## config.mk

```make
export PLATFORM = sky130hd
export DESIGN_NAME = pic_front
export DESIGN_NICKNAME = d
export VERILOG_FILES = /design/src/hdl/pic_pkg.sv /design/src/hdl/pic_fifo.sv /design/src/hdl/pic_front.sv
export SDC_FILE = /design/constraint.sdc
export NUM_CORES = 1
export LEC_CHECK = 0
export ABC_AREA = 0
export BUFFER_PORTS_ARGS = -buffer_cell sky130_fd_sc_hd__buf_4
export CORE_AREA = 8 8 173 256
export DETAILED_ROUTE_END_ITERATION = 10
export DIE_AREA = 0 0 181 264
export PLACE_DENSITY = 0.71
export REMOVE_ABC_BUFFERS = 1
export SLEW_MARGIN = 5
export SYNTH_ARGS = -nofsm -noshare
export SYNTH_HDL_FRONTEND = slang
export SYNTH_SLANG_ARGS = --single-unit
export TNS_END_PERCENT = 5
```

## constraint.sdc

```tcl
create_clock -name clk_i -period 5.13 [get_ports clk_i]
set_input_delay 1.026 -clock clk_i [delete_from_list [all_inputs] [get_ports clk_i]]
set_output_delay 1.026 -clock clk_i [all_outputs]
set_load 0.02 [all_outputs]
```

## src/hdl/pic_pkg.sv

```systemverilog
`timescale 1ns / 1ps

package pic_pkg;

  typedef enum logic [2:0] {
    CFG_CENTER_X       = 3'd0,
    CFG_CENTER_Y       = 3'd1,
    CFG_CENTER_Z       = 3'd2,
    CFG_NORMAL_X       = 3'd3,
    CFG_NORMAL_Y       = 3'd4,
    CFG_NORMAL_Z       = 3'd5,
    CFG_DISK_RADIUS    = 3'd6,
    CFG_DISK_THICKNESS = 3'd7
  } cfg_reg_e;

  localparam int unsigned CFG_INDEX_W = 3;
  localparam int unsigned MID_DEPTH   = 4;
  localparam int unsigned RES_DEPTH   = 16;

endpackage

```

## src/hdl/pic_fifo.sv

```systemverilog
`timescale 1ns / 1ps

module pic_fifo #(
  parameter int unsigned WIDTH = 8,
  parameter int unsigned DEPTH = 4,
  localparam int unsigned PTR_W = (DEPTH > 1) ? $clog2(DEPTH) : 1,
  localparam int unsigned CNT_W = $clog2(DEPTH + 1)
) (
  input  logic             clk_i,
  input  logic             rst_ni,
  input  logic             push_i,
  input  logic [WIDTH-1:0] data_i,
  output logic             full_o,
  input  logic             pop_i,
  output logic [WIDTH-1:0] data_o,
  output logic             empty_o,
  output logic [CNT_W-1:0] count_o
);

  logic [WIDTH-1:0] mem_q [DEPTH];
  logic [PTR_W-1:0] wr_ptr_q, wr_ptr_d, rd_ptr_q, rd_ptr_d;
  logic [CNT_W-1:0] cnt_q, cnt_d;
  logic             do_push, do_pop;

  assign full_o  = (cnt_q == CNT_W'(DEPTH));
  assign empty_o = (cnt_q == '0);
  assign do_push = push_i & ~full_o;
  assign do_pop  = pop_i & ~empty_o;
  assign data_o  = mem_q[rd_ptr_q];
  assign count_o = cnt_q;

  always_comb begin
    wr_ptr_d = wr_ptr_q;
    rd_ptr_d = rd_ptr_q;
    if (do_push) begin
      wr_ptr_d = (wr_ptr_q == PTR_W'(DEPTH - 1)) ? '0 : PTR_W'(wr_ptr_q + 1'b1);
    end
    if (do_pop) begin
      rd_ptr_d = (rd_ptr_q == PTR_W'(DEPTH - 1)) ? '0 : PTR_W'(rd_ptr_q + 1'b1);
    end
    unique case ({do_push, do_pop})
      2'b10:   cnt_d = CNT_W'(cnt_q + 1'b1);
      2'b01:   cnt_d = CNT_W'(cnt_q - 1'b1);
      default: cnt_d = cnt_q;
    endcase
  end

  always_ff @(posedge clk_i or negedge rst_ni) begin
    if (!rst_ni) begin
      wr_ptr_q <= '0;
      rd_ptr_q <= '0;
      cnt_q    <= '0;
    end else begin
      wr_ptr_q <= wr_ptr_d;
      rd_ptr_q <= rd_ptr_d;
      cnt_q    <= cnt_d;
    end
  end

  always_ff @(posedge clk_i) begin
    if (do_push) begin
      mem_q[wr_ptr_q] <= data_i;
    end
  end

endmodule

```

## src/hdl/pic_front.sv

```systemverilog
`timescale 1ns / 1ps

module pic_front
  import pic_pkg::*;
#(
  parameter int unsigned COORD_WIDTH = 32,
  localparam int unsigned DW = COORD_WIDTH + 1
) (
  input  logic                          clk_i,
  input  logic                          rst_ni,
  input  logic                          push_i,
  output logic                          full_o,
  input  logic signed [COORD_WIDTH-1:0] point_x_i,
  input  logic signed [COORD_WIDTH-1:0] point_y_i,
  input  logic signed [COORD_WIDTH-1:0] point_z_i,
  input  logic signed [COORD_WIDTH-1:0] center_x_i,
  input  logic signed [COORD_WIDTH-1:0] center_y_i,
  input  logic signed [COORD_WIDTH-1:0] center_z_i,
  input  logic                          mid_pop_i,
  output logic                          mid_empty_o,
  output logic [3*DW-1:0]               mid_data_o
);

  logic signed [DW-1:0] dx, dy, dz;
  logic [3*DW-1:0]      d_packed;

  // The offset from the disk center is exact at one extra bit.
  assign dx = DW'(point_x_i) - DW'(center_x_i);
  assign dy = DW'(point_y_i) - DW'(center_y_i);
  assign dz = DW'(point_z_i) - DW'(center_z_i);
  assign d_packed = {dz, dy, dx};

  pic_fifo #(
    .WIDTH(3 * DW),
    .DEPTH(MID_DEPTH)
  ) u_mid_fifo (
    .clk_i  (clk_i),
    .rst_ni (rst_ni),
    .push_i (push_i),
    .data_i (d_packed),
    .full_o (full_o),
    .pop_i  (mid_pop_i),
    .data_o (mid_data_o),
    .empty_o(mid_empty_o),
    .count_o()
  );

endmodule

```

==> flow_metrics.py <==
metrics = {
    "worst_setup_path": {
        "crit_path_end_kind": "output port",
        "r2r_cells": 5,
        "rrSetupSlack_ps": 2480,
        "reg2reg_from": "u_mid_fifo.count_o[0]$_DFFE_PN0P_",
        "cp.required_ps": 4100,
        "path_class": "reg2out",
        "start_kind": "register",
        "worstPathArrival_ps": 2790,
        "crit_path_max_fanout": 39,
        "reg2reg_to": "u_mid_fifo.mem_q[3][41]$_DFFE_PP_",
    },
    "finish": {
        "area_growth_syn_to_layout_pct": 20.28,
        "num_antenna_cells": 0,
        "fill_cells": 3221,
        "fin_util_pct": 59.03,
        "drive_gt1_share_pct": 28.44,
        "num-nets-final": 1964,
    },
    "sta": {
        "fin_skew_ps": 9.640,
        "fin_hold_ws_ps": 303.9,
        "slew_violations": 0,
        "tightestPinTransition_ps": 914.5,
        "fmax_ghz": 0.2620,
        "hold_viol": 0,
        "rsz0062_at_grt": "no",
        "finalCritPeriodShare_pct": 74.39,
        "fin_crit_ps": 3816,
        "slew_headroom_pct": 39.03,
        "setup_viol": 0,
    },
    "clocking": {
        "cts_root_buf": "clkbuf_16",
        "cts_max_level": 2,
        "postCtsSetupBuffers": 0,
        "cts_buffer_depth": 3,
        "cts_num_sinks": 403,
        "cts_buffers": 38,
        "insertion_delay_ps": 520,
        "cts_tree": "built",
        "cts_resized": 0,
        "hold_buffers": 0,
        "clk_pin_slew_ps": 60,
    },
    "synthesis": {
        "syn_avg_cell_area_um2": 14.69,
        "ys_ff_latch": 403,
        "synth.most_common_cell": "edfxtp_1",
        "yosysSeqAreaShare_pct": 60.32,
        "synth_common_cells": "396 x edfxtp_1, 137 x inv_1, 102 x ha_1",
        "syn-cell-area_um2": 20010,
        "ys_types": 69,
        "yosys.area.top_type": "edfxtp_1",
        "synth_warnings": 0,
        "ys_top_cells_by_area": "edfxtp_1 59%, mux4_2 11%, ha_1 6.4%",
        "synth_top_flop_cell": "edfxtp_1",
        "synth-edff-count": 396,
        "syn_inst": 1362,
        "yosys.area.top_type_share_pct": 59.44,
        "ys_async_sr_fraction_pct": 1.737,
    },
    "die": {
        "io_pins": 297,
        "initial_utilization_pct": 49.08,
        "dieArea_um2": 47780,
        "die_h_um": 264,
        "placement_rows": 91,
        "core_um2": 40760,
        "die_w_um": 181,
    },
    "placed_design": {
        "place.port_buffers": 296,
        "routabilityCongestion": 0.9122,
        "hpwlAfterDp_mm": 33.72,
    },
    "power": {
        "intPower_mw": 8.133,
        "pwr-share-seq_pct": 39.5,
        "p_clk_share_pct": 22.6,
        "power.switching_mw": 4.002,
        "power_frac_comb_pct": 37.9,
        "ir_drop_v": 0.0002667,
        "switching_share_pct": 32.98,
        "p_leak_nw": 9.370,
        "powerDensity_nw_per_um2": 504.3,
    },
    "detailed_routing": {
        "postRouteWirelength_mm": 46.32,
        "wl_met2_mm": 25.42,
        "drtAntennaViolNets": 0,
        "vias": 12480,
        "wl_met1_mm": 17.17,
        "drt-initial-drc-count": 602,
        "drc": 0,
        "top_layer_used": "met4",
        "wl_per_cell_um": 21.06,
        "routed_via_density": 5.673,
        "wl_met3_mm": 2.197,
        "drt_pre_antenna_iters": 5,
    },
    "job": {
        "cap_viol_max_count": 0,
    },
    "global_route": {
        "first_global_vias": 13500,
        "track_usage_pct": 19.33,
        "grt_pass1_wl_mm": 73.19,
        "grt_max_degree": 65,
        "grt_overflow": 0,
        "antenna_found_initial": 0,
    },
    "min_path": {
        "hp-class": "in2async",
    },
    "outcome": {
        "status": "finished clean",
    },
}
==> how the worst max path moves through the flow <==
stage	startpoint	endpoint	slack, ps	cells past startpoint
2_1_floorplan	u_mid_fifo.rd_ptr_q[0]$_DFFE_PN0P_	mid_data_o[0]	-520	1
3_3_place_gp	point_x_i[0]	u_mid_fifo.mem_q[2][28]$_DFFE_PP_	1290	12
3_5_place_dp	point_x_i[0]	u_mid_fifo.mem_q[3][28]$_DFFE_PP_	1130	12
4_1_cts	u_mid_fifo.rd_ptr_q[0]$_DFFE_PN0P_	mid_data_o[61]	1180	3
5_1_grt	u_mid_fifo.rd_ptr_q[0]$_DFFE_PN0P_	mid_data_o[56]	1100	3
6_report	u_mid_fifo.rd_ptr_q[0]$_DFFE_PN0P_	mid_data_o[61]	1310	3
==> worst max-delay path, stage by stage (launching register included) <==
cell     delay (ps)
dfrtp_4         950
buf_4           480
mux4_2          590
buf_4           180
==> placed cells by master (no fill, tap or decap), drive strengths merged, types with 7 or more instances in the layout <==
cell and count:
xor2 35, o21ai 52, a31oi 13, inv 138, nand2 53, nor2 39, o211ai 7, edfxtp 396
dfrtp 7, mux4 99, nand3 20, nor2b 18, ha 102, clkinv 12, a21oi 88, buf 306
and4 7, a211oi 10, nand2b 10, xnor2 51, o21a 14, o21bai 12, clkbuf 48, nand4 18
a21o 39, nor3 7
==> logic make-up (layout without fill, tap and decap cells) <==
| logic type | count (synthesis) | in the layout | synth area share, % |
|---|---|---|---|
| muxes | 101 | 101 | 11.25 |
| and+or+nand+nor | 204 | 204 | 5.304 |
| buffers and inverters | 183 | 509 | 3.459 |
| adders and majority gates | 106 | 106 | 6.780 |
| DFF | 403 | 403 | 60.32 |
| AOI/OAI and AO/OA | 279 | 279 | 9.125 |
| xor gates and xnor gates | 86 | 86 | 3.765 |
==> flip-flops by register name, summed over array words and instances (netlist names) <==
register / flops
u_mid_fifo.rd_ptr_q: 2
u_mid_fifo.count_o: 3
u_mid_fifo.wr_ptr_q: 2
u_mid_fifo.mem_q: 396
==> layout make-up <==
type / count / area, µm² / share of cell area, %
multi-input combinational: 776 / 7257 / 30.16
clock inverter: 18 / 166.4 / 0.6916
inverter: 137 / 514.2 / 2.137
tap: 511 / 639.4 / 2.657
sequential: 403 / 12070 / 50.18
clock buffer: 48 / 1052 / 4.373
timing repair buffer: 306 / 2360 / 9.807
==> per-stage QoR <==
| step | cell area [µm²] | cells | TNS [ps] | setup WS [ps] | power [mW] |
|---|---|---|---|---|---|
| floorplan | 19830 | 1316 | -51890 | -524.1 | 7.770 |
| global placement | 22840 | 2133 | 0 | 1289 | 9.474 |
| detailed placement | 22840 | 2133 | 0 | 1128 | 9.552 |
| CTS | 24060 | 2199 | 0 | 1181 | 12.31 |
| global route | 24060 | 2199 | 0 | 1104 | 12.72 |
| finish | 24060 | 2199 | 0 | 1314 | 12.14 |
==> power groups by stage <==
stage	sequential [mW]	combinational (mW)	clock, mW
5_1_grt	4.86	4.93	2.93
2_1_floorplan	5.03	2.74	0
6_report	4.79	4.60	2.75
3_5_place_dp	4.88	4.67	0
3_3_place_gp	4.83	4.64	0
4_1_cts	4.81	4.69	2.81
==> routing by layer <==
layer | vias to the layer above | GRT usage, %
met4 | 0 | 7.265
met2 | 353 | 37.00
li1 | 5846 | -
met5 | - | 0
met1 | 6207 | 20.90
met3 | 70 | 3.287
No activity file was read; power rests on OpenSTA's default activity.
