`src/hdl/pic_fifo.sv`:
```
`timescale 1ns / 1ps

module pic_fifo #(
  parameter int unsigned WIDTH = 8,
  parameter int unsigned DEPTH = 4,
  localparam int unsigned PTR_W = (DEPTH > 1) ? $clog2(DEPTH) : 1,
  localparam int unsigned CNT_W = $clog2(DEPTH + 1)
) (
  input  logic             clk_i,
  input  logic             rst_ni,
  input  logic             push_i,
  input  logic [WIDTH-1:0] data_i,
  output logic             full_o,
  input  logic             pop_i,
  output logic [WIDTH-1:0] data_o,
  output logic             empty_o,
  output logic [CNT_W-1:0] count_o
);

  logic [WIDTH-1:0] mem_q [DEPTH];
  logic [PTR_W-1:0] wr_ptr_q, wr_ptr_d, rd_ptr_q, rd_ptr_d;
  logic [CNT_W-1:0] cnt_q, cnt_d;
  logic             do_push, do_pop;

  assign full_o  = (cnt_q == CNT_W'(DEPTH));
  assign empty_o = (cnt_q == '0);
  assign do_push = push_i & ~full_o;
  assign do_pop  = pop_i & ~empty_o;
  assign data_o  = mem_q[rd_ptr_q];
  assign count_o = cnt_q;

  always_comb begin
    wr_ptr_d = wr_ptr_q;
    rd_ptr_d = rd_ptr_q;
    if (do_push) begin
      wr_ptr_d = (wr_ptr_q == PTR_W'(DEPTH - 1)) ? '0 : PTR_W'(wr_ptr_q + 1'b1);
    end
    if (do_pop) begin
      rd_ptr_d = (rd_ptr_q == PTR_W'(DEPTH - 1)) ? '0 : PTR_W'(rd_ptr_q + 1'b1);
    end
    unique case ({do_push, do_pop})
      2'b10:   cnt_d = CNT_W'(cnt_q + 1'b1);
      2'b01:   cnt_d = CNT_W'(cnt_q - 1'b1);
      default: cnt_d = cnt_q;
    endcase
  end

  always_ff @(posedge clk_i or negedge rst_ni) begin
    if (!rst_ni) begin
      wr_ptr_q <= '0;
      rd_ptr_q <= '0;
      cnt_q    <= '0;
    end else begin
      wr_ptr_q <= wr_ptr_d;
      rd_ptr_q <= rd_ptr_d;
      cnt_q    <= cnt_d;
    end
  end

  always_ff @(posedge clk_i) begin
    if (do_push) begin
      mem_q[wr_ptr_q] <= data_i;
    end
  end

endmodule

```
`config.mk`:
```
export PLATFORM = sky130hd
export DESIGN_NAME = pic_fifo
export DESIGN_NICKNAME = d
export VERILOG_FILES = /design/src/hdl/pic_fifo.sv
export SDC_FILE = /design/constraint.sdc
export NUM_CORES = 1
export LEC_CHECK = 0
export ABC_AREA = 1
export BUFFER_PORTS_ARGS = -buffer_cell sky130_fd_sc_hd__buf_2
export CORE_MARGIN = 2
export CORE_UTILIZATION = 41
export CTS_CLUSTER_SIZE = 14
export DETAILED_ROUTE_END_ITERATION = 16
export GPL_TIMING_DRIVEN = 1
export SLEW_MARGIN = 25
export SYNTH_ARGS = -nofsm -noshare
export SYNTH_HDL_FRONTEND = slang
export SYNTH_SLANG_ARGS = --single-unit
```
`constraint.sdc`:
```
create_clock -name clk_i -period 2 [get_ports clk_i]
set_clock_uncertainty 0.15 [all_clocks]
set_input_delay 0 -clock clk_i [delete_from_list [all_inputs] [get_ports clk_i]]
set_output_delay 0 -clock clk_i [all_outputs]
set_load 0.01 [all_outputs]
```
==> metrics.md, run 1 <==
| Metric | Value |
|---|---|
| Status | `finished clean` |
| Crit path max fanout | `4` |
| Die H | `69.78 um` |
| Synth warnings | `0` |
| Clk_lat worst skew | `0.29 ns` |
| Top FF cell, synth | `edfxtp_1` |
| # clock sinks | `39` |
| Area grow syn2layout | `24.33%` |
| Worst hold slack | `0.3033 ns` |
| Clk slew on worst S/H paths | `0.08 ns` |
| Pin count of the biggest net entering global routing | `23` |
| WL final | `3.052 mm` |
| Via density | `4.739` |
| Async S/R FF share, synth | `17.95%` |
| Core area | `4086 um^2` |
| Layout cells sized above 1 | `23.65%` |
| Max_slew headroom | `68.36%` |
| Crit share post-route | `93.12%` |
| ANT nets after route | `0` |
| # fillers | `363` |
| GR Overflow Total | `0` |
| Pre-CTS setup slack | `0.02550 ns` |
| CP endpoint kind | `flop` |
| Pwr per Cell Area | `1357 nW/um^2` |
| Share of the synthesized area in the top cell type | `54.16%` |
| Drt drc | `0` |
| Post-DP HPWL | `2.098 mm` |
| Worst path arrival time | `1.94 ns` |
| Maximum clock path buffer count | `2` |
| # diodes | `0` |
| Synth Cell Area | `1774 um^2` |
| GRT Util Overall | `13.63%` |
| Routability Congestion | `0.7526` |
| Final slew viol count | `0` |
| Area leader, netlist | `edfxtp_1` |
| Number of global-route vias before repair | `1,165` |
| Fin cells | `253` |
| Register area share after synthesis | `64.03%` |
| Worst Tran Pin Value | `0.4746 ns` |
| Htree depth | `2` |
| Worst hold path class | `in -> reg` |
| Setup TNS | `0 ns` |
| Placed Area | `1951 um^2` |
| CP Class | `reg -> reg` |
| RSZ-0062 raised after global routing | `yes` |
| WP data required | `2.07 ns` |
| Max Clk Rate | `0.5369 GHz` |
| Area contributors post-synth | `edfxtp_1 54%, dfrtp_1 9.9%, nand2_1 8.0%` |
| Post-Syn Area per Cell | `11.52 um^2` |
| Mapped Cells | `154` |
| Overall die width | `69.78 um` |
| Leak pwr | `0.9929 nW` |
| Net count after synthesis | `173` |
| CTS tree | `yes` |
| Initial core utilization | `43.42%` |
| Count of nets after finishing | `221` |
| Post-synth EDFFs | `32` |
| VDD IR-drop max | `0.0008216 V` |
| Routed len/inst | `12.06 um` |
| Global-route wire length before repair | `5.030 mm` |
| Initial antenna violation count | `0` |
| Finished Cell Area | `2206 um^2` |
| I/O Buffers | `24` |
| Post-synth top cells | `38 x nand2_1, 32 x edfxtp_1, 32 x inv_1` |
| Kind of start point of the critical path | `flop` |
| Fin crit period | `1.862 ns` |
| Synth cell types | `16` |
| Reg2Reg Setup Slack | `0.14 ns` |
| Root cell of the clock tree | `clkbuf_8` |
| Flops & latches, synth | `39` |
| Initial DRC Count | `47` |
| Setup ws final | `0.1375 ns` |
| Hold Vio Cnt, Final | `0` |
| Final setup fails | `0` |
| DRT Pass-1 Iters | `4` |
| Io pins | `25` |
| Most frequent cell after synthesis | `nand2_1` |
| Max-cap violations | `0` |
| Rows | `23` |
| Via count | `1,199` |
| CTS Buf Count | `5` |
| Die area | `4869 um^2` |
| Placed cell count | `228` |
-- placed cells by master, fill, tap and decap left out, drive strengths merged, types with 2 or more instances in the layout --
cell         Yosys  layout
dfrtp            7       7
o211ai          16      16
nand2           39      39
dlygate4sd3      0      12
inv             32      32
nand3            7       7
nor2             6       6
buf              5      34
edfxtp          32      32
clkinv           0       2
clkbuf           0       5
ha               6       6
-- state kept, by name (all words and copies together), names as in the netlist --
register and cells:
mem_q 32, count_o 3, rd_ptr_q 2, wr_ptr_q 2
-- cell type report --
class	count	area (um^2)	area share (%)
Sequential cell	39	1137	51.56
Multi-Input combinational cell	78	469.2	21.27
Inverter	32	120.1	5.445
Timing Repair Buffer	46	327.8	14.86
Tap cell	50	62.56	2.836
Clock buffer	5	68.82	3.120
Clock inverter	3	20.02	0.9075
-- path summary, 6_finish.rpt --
path	cells after the start	start	end
hold / removal	2	data_i[1]	mem_q[0][1]
setup reg to reg	8	count_o[2]	count_o[1]
min in group asynchronous	3	rst_ni	rd_ptr_q[0]
max in group asynchronous	3	rst_ni	count_o[2]
setup / recovery	8	count_o[2]	count_o[1]
hold reg to reg	2	count_o[2]	count_o[2]
-- metal layers --
layer | up-vias | GRT usage [%] | wire length (um)
met5 | - | 0 | 0
met1 | 569 | 14.72 | 1238
met2 | 22 | 24.34 | 1631
li1 | 600 | - | -
met4 | 0 | 7.051 | 61
met3 | 8 | 3.488 | 120
-- critical path, cell delays in order, from the launching register on --
cell and delay (ns):
dfrtp_2 0.43, inv_1 0.10, nand3_2 0.11, nand2_1 0.11, inv_1 0.06, ha_1 0.18
inv_1 0.09, fa_1 0.42, o21ai_1 0.15
-- kinds of logic after synthesis --
| logic type | after synthesis | synth area share [%] |
|---|---|---|
| flip-flops | 39 | 64.03 |
| AND/OR/NAND/NOR | 53 | 12.84 |
| adder cells (fa/ha/maj) | 7 | 5.360 |
| buffers and inverters | 37 | 9.944 |
| AO/OA/AOI/OAI | 17 | 7.334 |
| XOR/XNOR | 1 | 0.4937 |
-- per-stage QoR --
stage                     util [%]  power, mW
after floorplan                  -      2.052
after global placement       47.73      2.361
after detailed placement     47.73      2.408
after CTS                    52.85      2.940
after global routing         53.98      3.236
final                        53.98      2.993
-- power by group --
group / switching (mW) / internal [mW] / total (mW)
clock network: 0.270 / 0.242 / 0.513
logic: 0.696 / 0.538 / 1.23
registers: 0.155 / 1.09 / 1.25
-- timing repair --
item / in CTS / in global routing
buffers inserted: 0 / 5
hold endpoints to repair: 43 / 0
hold buffers: 12 / 0
resized for setup: 0 / 5
endpoints found under the setup margin: 0 / 2
No activity file was read; power rests on OpenSTA's default activity.
==> run 2: changes to the inputs <==
- CELL_PAD_IN_SITES_DETAIL_PLACEMENT: not set -> 1
- CELL_PAD_IN_SITES_GLOBAL_PLACEMENT: not set -> 2
- CORE_UTILIZATION: 41 -> 37
- HOLD_SLACK_MARGIN: not set -> 0.15
- PLACE_DENSITY_LB_ADDON: not set -> 0.1
==> run 2 against run 1 <==
Net effect: setup slack got worse by 0.037 ns; global-route usage rose by 1.9 points; largest cell class unchanged; total power rose by 7.9%; first-iteration DRC count rose by 17%; cell count rose by 3.2%; final area rose by 2.9%; fmax fell by 1.9%; critical path type unchanged; combinational power rose by 12%; largest power group is now combinational logic; clock power rose by 29%; sequential share of layout area fell by 1.4 points; register-to-register slack got worse by 0.04 ns.
==> metrics.md, run 2 (synthesis results as in run 1) <==
| Metric | Value |
|---|---|
| Critical path's slowest cell | `dfrtp_1` |
| Overall die width | `73.25 um` |
| Initial core utilization | `38.07%` |
| Final slew viol count | `0` |
| Kind of start point of the critical path | `flop` |
| Post-DP HPWL | `2.544 mm` |
| Setup crit end | `count_o[2]` |
| Max-cap violations | `0` |
| Global-route wire length before repair | `6.078 mm` |
| GR Overflow Total | `0` |
| VDD IR-drop max | `0.0005915 V` |
| WL final | `3.701 mm` |
| Reg2Reg Setup Slack | `0.10 ns` |
| CP endpoint kind | `flop` |
| Via density | `4.617` |
| Routed len/inst | `14.18 um` |
| Crit path max fanout | `3` |
| # diodes | `0` |
| Clk slew on worst S/H paths | `0.08 ns` |
| Io pins | `25` |
| Worst R2R Start | `count_o[1]` |
| Clk_lat worst skew | `0.29 ns` |
| Layout cells sized above 1 | `28.50%` |
| Final setup fails | `0` |
| Initial antenna violation count | `0` |
| Max reg flops | `32` |
| # clock sinks | `39` |
| Setup ws final | `0.1008 ns` |
| Htree depth | `2` |
| R2R cell count | `10` |
| Area grow syn2layout | `27.93%` |
| Count of nets after finishing | `225` |
| Leak pwr | `1.021 nW` |
| Die H | `73.25 um` |
| Pin count of the biggest net entering global routing | `22` |
| Number of global-route vias before repair | `1,236` |
| Core area | `4661 um^2` |
| Top reg by flops | `mem_q` |
| I/O Buffers | `24` |
| Critical path cell sequence | `inv_2, nand3_4, nand2_4, ha_2, inv_2, fa_2, nand2_2, nand3_1, nand2_1, nand2_1` |
| Placed cell count | `234` |
| Via count | `1,205` |
| Most frequent cells in the layout | `36 x nand2_1, 32 x edfxtp_1, 28 x inv_1, 24 x buf_2, 15 x o211ai_1` |
| DRT Pass-1 Iters | `3` |
| Total power | `3.230 mW` |
| Root cell of the clock tree | `clkbuf_8` |
| CTS Buf Count | `5` |
| Worst hold path class | `in -> reg` |
| Worst path arrival time | `1.94 ns` |
| Rows | `25` |
| Max_slew headroom | `76.66%` |
| Commonest non-fill, non-tap cell in the layout | `nand2_1` |
| Initial DRC Count | `55` |
| Pre-CTS setup slack | `-0.04965 ns` |
| Crit share post-route | `94.96%` |
| GRT Util Overall | `15.57%` |
| Maximum clock path buffer count | `2` |
| CP Class | `reg -> reg` |
| Status | `finished clean` |
| Hold Vio Cnt, Final | `0` |
| FF-to-FF End | `count_o[2]` |
| ANT nets after route | `0` |
| Worst Tran Pin Value | `0.3489 ns` |
| Worst Setup SP | `count_o[1]` |
| Fin cells | `261` |
| Routability Congestion | `0.7817` |
| WP data required | `2.04 ns` |
| Die area | `5365 um^2` |
| Pwr per Cell Area | `1423 nW/um^2` |
| Drt drc | `0` |
| Hold depth | `2` |
| CP max stage delay | `0.41 ns` |
| Fin crit period | `1.899 ns` |
| CTS tree | `yes` |
| Final core area utilization | `48.70%` |
| Hold_sp | `data_i[7]` |
| Max Clk Rate | `0.5265 GHz` |
[run 2: how the worst min path moves through the flow]
stage | to
global route | mem_q[0][0]
finish | mem_q[2][7]
global placement | wr_ptr_q[0]
floorplan | count_o[0]
CTS | mem_q[0][0]
detailed placement | wr_ptr_q[1]
[run 2: stage by stage]
step                      hold slack, ns  cell area, um^2  setup TNS [ns]
after floorplan                  -0.4456             1774               0
after global routing              0.3047             2270       -0.005668
after CTS                         0.2934             2193               0
after global placement           -0.3062             1958               0
after detailed placement         -0.3010             1958        -0.04965
final                             0.3033             2270               0
[run 2: report_power, final]
group | total, mW | internal [mW] | switching [mW]
clock | 0.661 | 0.371 | 0.289
combinational | 1.38 | 0.566 | 0.811
sequential | 1.19 | 1.09 | 0.0997
[run 2: layout make-up]
class | instances | area, um^2
well taps | 54 | 67.56
fillers | 517 | 2391
clock buffers | 5 | 68.82
repair buffers | 50 | 345.3
multi-input cells | 78 | 486.7
flip-flops and latches | 39 | 1137
inverters | 32 | 120.1
clock inverters | 3 | 43.79
[run 2: what timing repair did]
| action | 4_1_cts | 5_1_grt |
|---|---|---|
| resized for setup | 3 | 8 |
| endpoints found under the setup margin | 1 | 2 |
| pin swaps | 0 | 5 |
| buffers inserted | 0 | 7 |
| endpoints found under the hold margin | 45 | 0 |
| hold buffers | 12 | 0 |
[run 2: metal layers]
layer / track usage (%) / part of all wire [%] / wire [um]
met5: 0 / 0 / 0
met4: 6.790 / 1.8 / 66
met3: 3.591 / 2.9 / 107
met2: 26.83 / 52 / 1910
met1: 18.46 / 44 / 1616
[run 2: critical path, delay by kind of cell (launching register included)]
family	cells	cell delay, ns
adder cells (fa/ha/maj)	2	0.57
flip-flops	1	0.41
buffers and inverters	2	0.17
AND/OR/NAND/NOR	6	0.47
==> run 3: changes to the inputs <==
==> constraint.sdc (replaced) <==
create_clock -name clk_i -period 2 [get_ports clk_i]
set_clock_uncertainty 0.15 [all_clocks]
set_input_delay 0.3 -clock clk_i [delete_from_list [all_inputs] [get_ports clk_i]]
set_output_delay 0.3 -clock clk_i [all_outputs]
set_load 0.01 [all_outputs]
==> run 3 against run 2 <==
Net effect: final area decreased by 2.9%; highest routed layer unchanged; cell count decreased by 1.9%; wire length decreased by 0.68%; critical path type is now in -> reg; largest power group unchanged; critical path depth unchanged.
==> metrics.md, run 3 (synthesis results as in run 1) <==
| Metric | Value |
|---|---|
| Initial DRC Count | `81` |
| Met2 GRT Util | `25.13%` |
| Count of nets after finishing | `220` |
| Post-DP HPWL | `2.503 mm` |
| Routability Congestion | `0.7741` |
| Clk_lat worst skew | `0.28 ns` |
| Fin crit period | `1.936 ns` |
| Pin count of the biggest net entering global routing | `36` |
| Top reg by flops | `mem_q` |
| I/O Buffers | `24` |
| Pwr per Cell Area | `1381 nW/um^2` |
| Initial core utilization | `38.07%` |
| Leak pwr | `0.9822 nW` |
| Drt drc | `0` |
| Placed Area | `1951 um^2` |
| WP data required | `2.03 ns` |
| Die H | `73.25 um` |
| Sw Ratio | `38.59%` |
| Clk slew on worst S/H paths | `0.07 ns` |
| Root cell of the clock tree | `clkbuf_8` |
| Via count | `1,218` |
| Number of global-route vias before repair | `1,223` |
| Io pins | `25` |
| Total power | `3.043 mW` |
| Maximum clock path buffer count | `2` |
| Max reg flops | `32` |
| Clk network pwr share | `16.7%` |
| CP Class | `in -> reg` |
| CTS Buf Count | `5` |
| Max Clk Rate | `0.5165 GHz` |
| Htree depth | `2` |
| GR Util met3 | `4.834%` |
| Commonest non-fill, non-tap cell in the layout | `nand2_1` |
| Area grow syn2layout | `24.19%` |
| P_int | `1.869 mW` |
| Via density | `4.758` |
| CP endpoint kind | `flop` |
| Critical path's slowest cell | `dlygate4sd3_1` |
| Rows | `25` |
| Most frequent cells in the layout | `36 x nand2_1, 32 x edfxtp_1, 27 x inv_1, 23 x buf_2, 15 x o211ai_1` |
| DRT Pass-1 Iters | `4` |
| Hold Vio Cnt, Final | `0` |
| Crit share post-route | `96.81%` |
| Worst path arrival time | `1.97 ns` |
| Core area | `4661 um^2` |
| WL final | `3.676 mm` |
| Routed len/inst | `14.36 um` |
| Status | `finished clean` |
| Kind of start point of the critical path | `primary input` |
| # diodes | `0` |
| CP max stage delay | `0.60 ns` |
| Share of total power in sequential cells | `38.8%` |
| Overall die width | `73.25 um` |
| Max-cap violations | `0` |
| GR Overflow Total | `0` |
| Worst Tran Pin Value | `0.3581 ns` |
| Global-route wire length before repair | `5.906 mm` |
| # clock sinks | `39` |
| Initial antenna violation count | `0` |
| Crit path max fanout | `3` |
| Switch Pwr | `1.174 mW` |
| Finished Cell Area | `2203 um^2` |
| Placed cell count | `233` |
| VDD IR-drop max | `0.0006015 V` |
| Final slew viol count | `0` |
| Final setup fails | `0` |
| Fin cells | `256` |
| CTS tree | `yes` |
| Layout cells sized above 1 | `26.73%` |
| Critical path cell sequence | `dlygate4sd3_1, nand2_2, inv_2, ha_2, inv_2, fa_2, inv_1, nand2_1, nand4_1, nand2_1` |
| Die area | `5365 um^2` |
| Comb power frac | `44.6%` |
| Worst hold path class | `in -> async` |
| GRT Util Overall | `15.34%` |
| Global-route layer with the greatest usage | `met2` |
| Met1 Track Usage GR | `19.28%` |
| ANT nets after route | `0` |
| Max_slew headroom | `76.10%` |
==> run 3: what timing repair did <==
| item | CTS | global route |
|---|---|---|
| buffers inserted | 0 | 5 |
| endpoints found under the hold margin | 42 | 0 |
| gates resized for setup | 0 | 12 |
| hold buffers | 11 | 0 |
| endpoints found under the setup margin | 0 | 2 |
==> run 3: power groups by stage <==
stage                     Clock, mW  Sequential, mW  Combinational, mW
final                         0.507            1.18               1.36
after global routing          0.566            1.20               1.54
after CTS                     0.527            1.18               1.26
after detailed placement          0            1.20               1.24
after global placement            0            1.19               1.18
after floorplan                   0            1.20              0.853
==> run 3: final timing paths <==
path / from / cells after the start / slack, ns / end
worst max-delay path: pop_i / 10 / 0.06 / count_o[2]
worst min-delay path: rst_ni / 2 / 0.23 / wr_ptr_q[0]
worst max register to register: count_o[2] / 10 / 0.09 / count_o[2]
worst min register to register: count_o[0] / 1 / 0.36 / count_o[0]
max in group asynchronous: rst_ni / 2 / 1.31 / rd_ptr_q[1]
min in group clk_i: count_o[0] / 1 / 0.36 / count_o[0]
==> run 3: cell type report <==
cell class,count,area (um^2)
Fill cell,504,2457
Sequential cell,39,1136
Clock inverter,2,12.51
Inverter,32,120.1
Multi-Input combinational cell,78,486.7
Clock buffer,6,72.57
Timing Repair Buffer,45,307.8
Tap cell,54,67.56
==> run 3: worst max-delay path, delay by kind of cell <==
family | cells | cell delay (ns)
adder cells (fa/ha/maj) | 2 | 0.57
buffers and inverters | 4 | 0.78
AND/OR/NAND/NOR | 4 | 0.32
==> run 3: metrics by stage <==
stage                     setup TNS (ns)  hold slack, ns  setup WS (ns)  utilization [%]
final                                  0          0.2279        0.06389            47.28
after global routing           -0.009986          0.2517      -0.009986            47.28
after CTS                              0          0.2243      0.0004985            46.04
after detailed placement               0       0.0002950        0.01040            41.85
after global placement                 0       -0.005693        0.09319            41.85
after floorplan                        0         -0.1456         0.1199                -
==> run 3: per-layer routing <==
layer	up-vias	part of all wire (%)
li1	599	-
met3	4	3.4
met2	22	51
met4	0	0.98
met5	-	0
met1	593	45
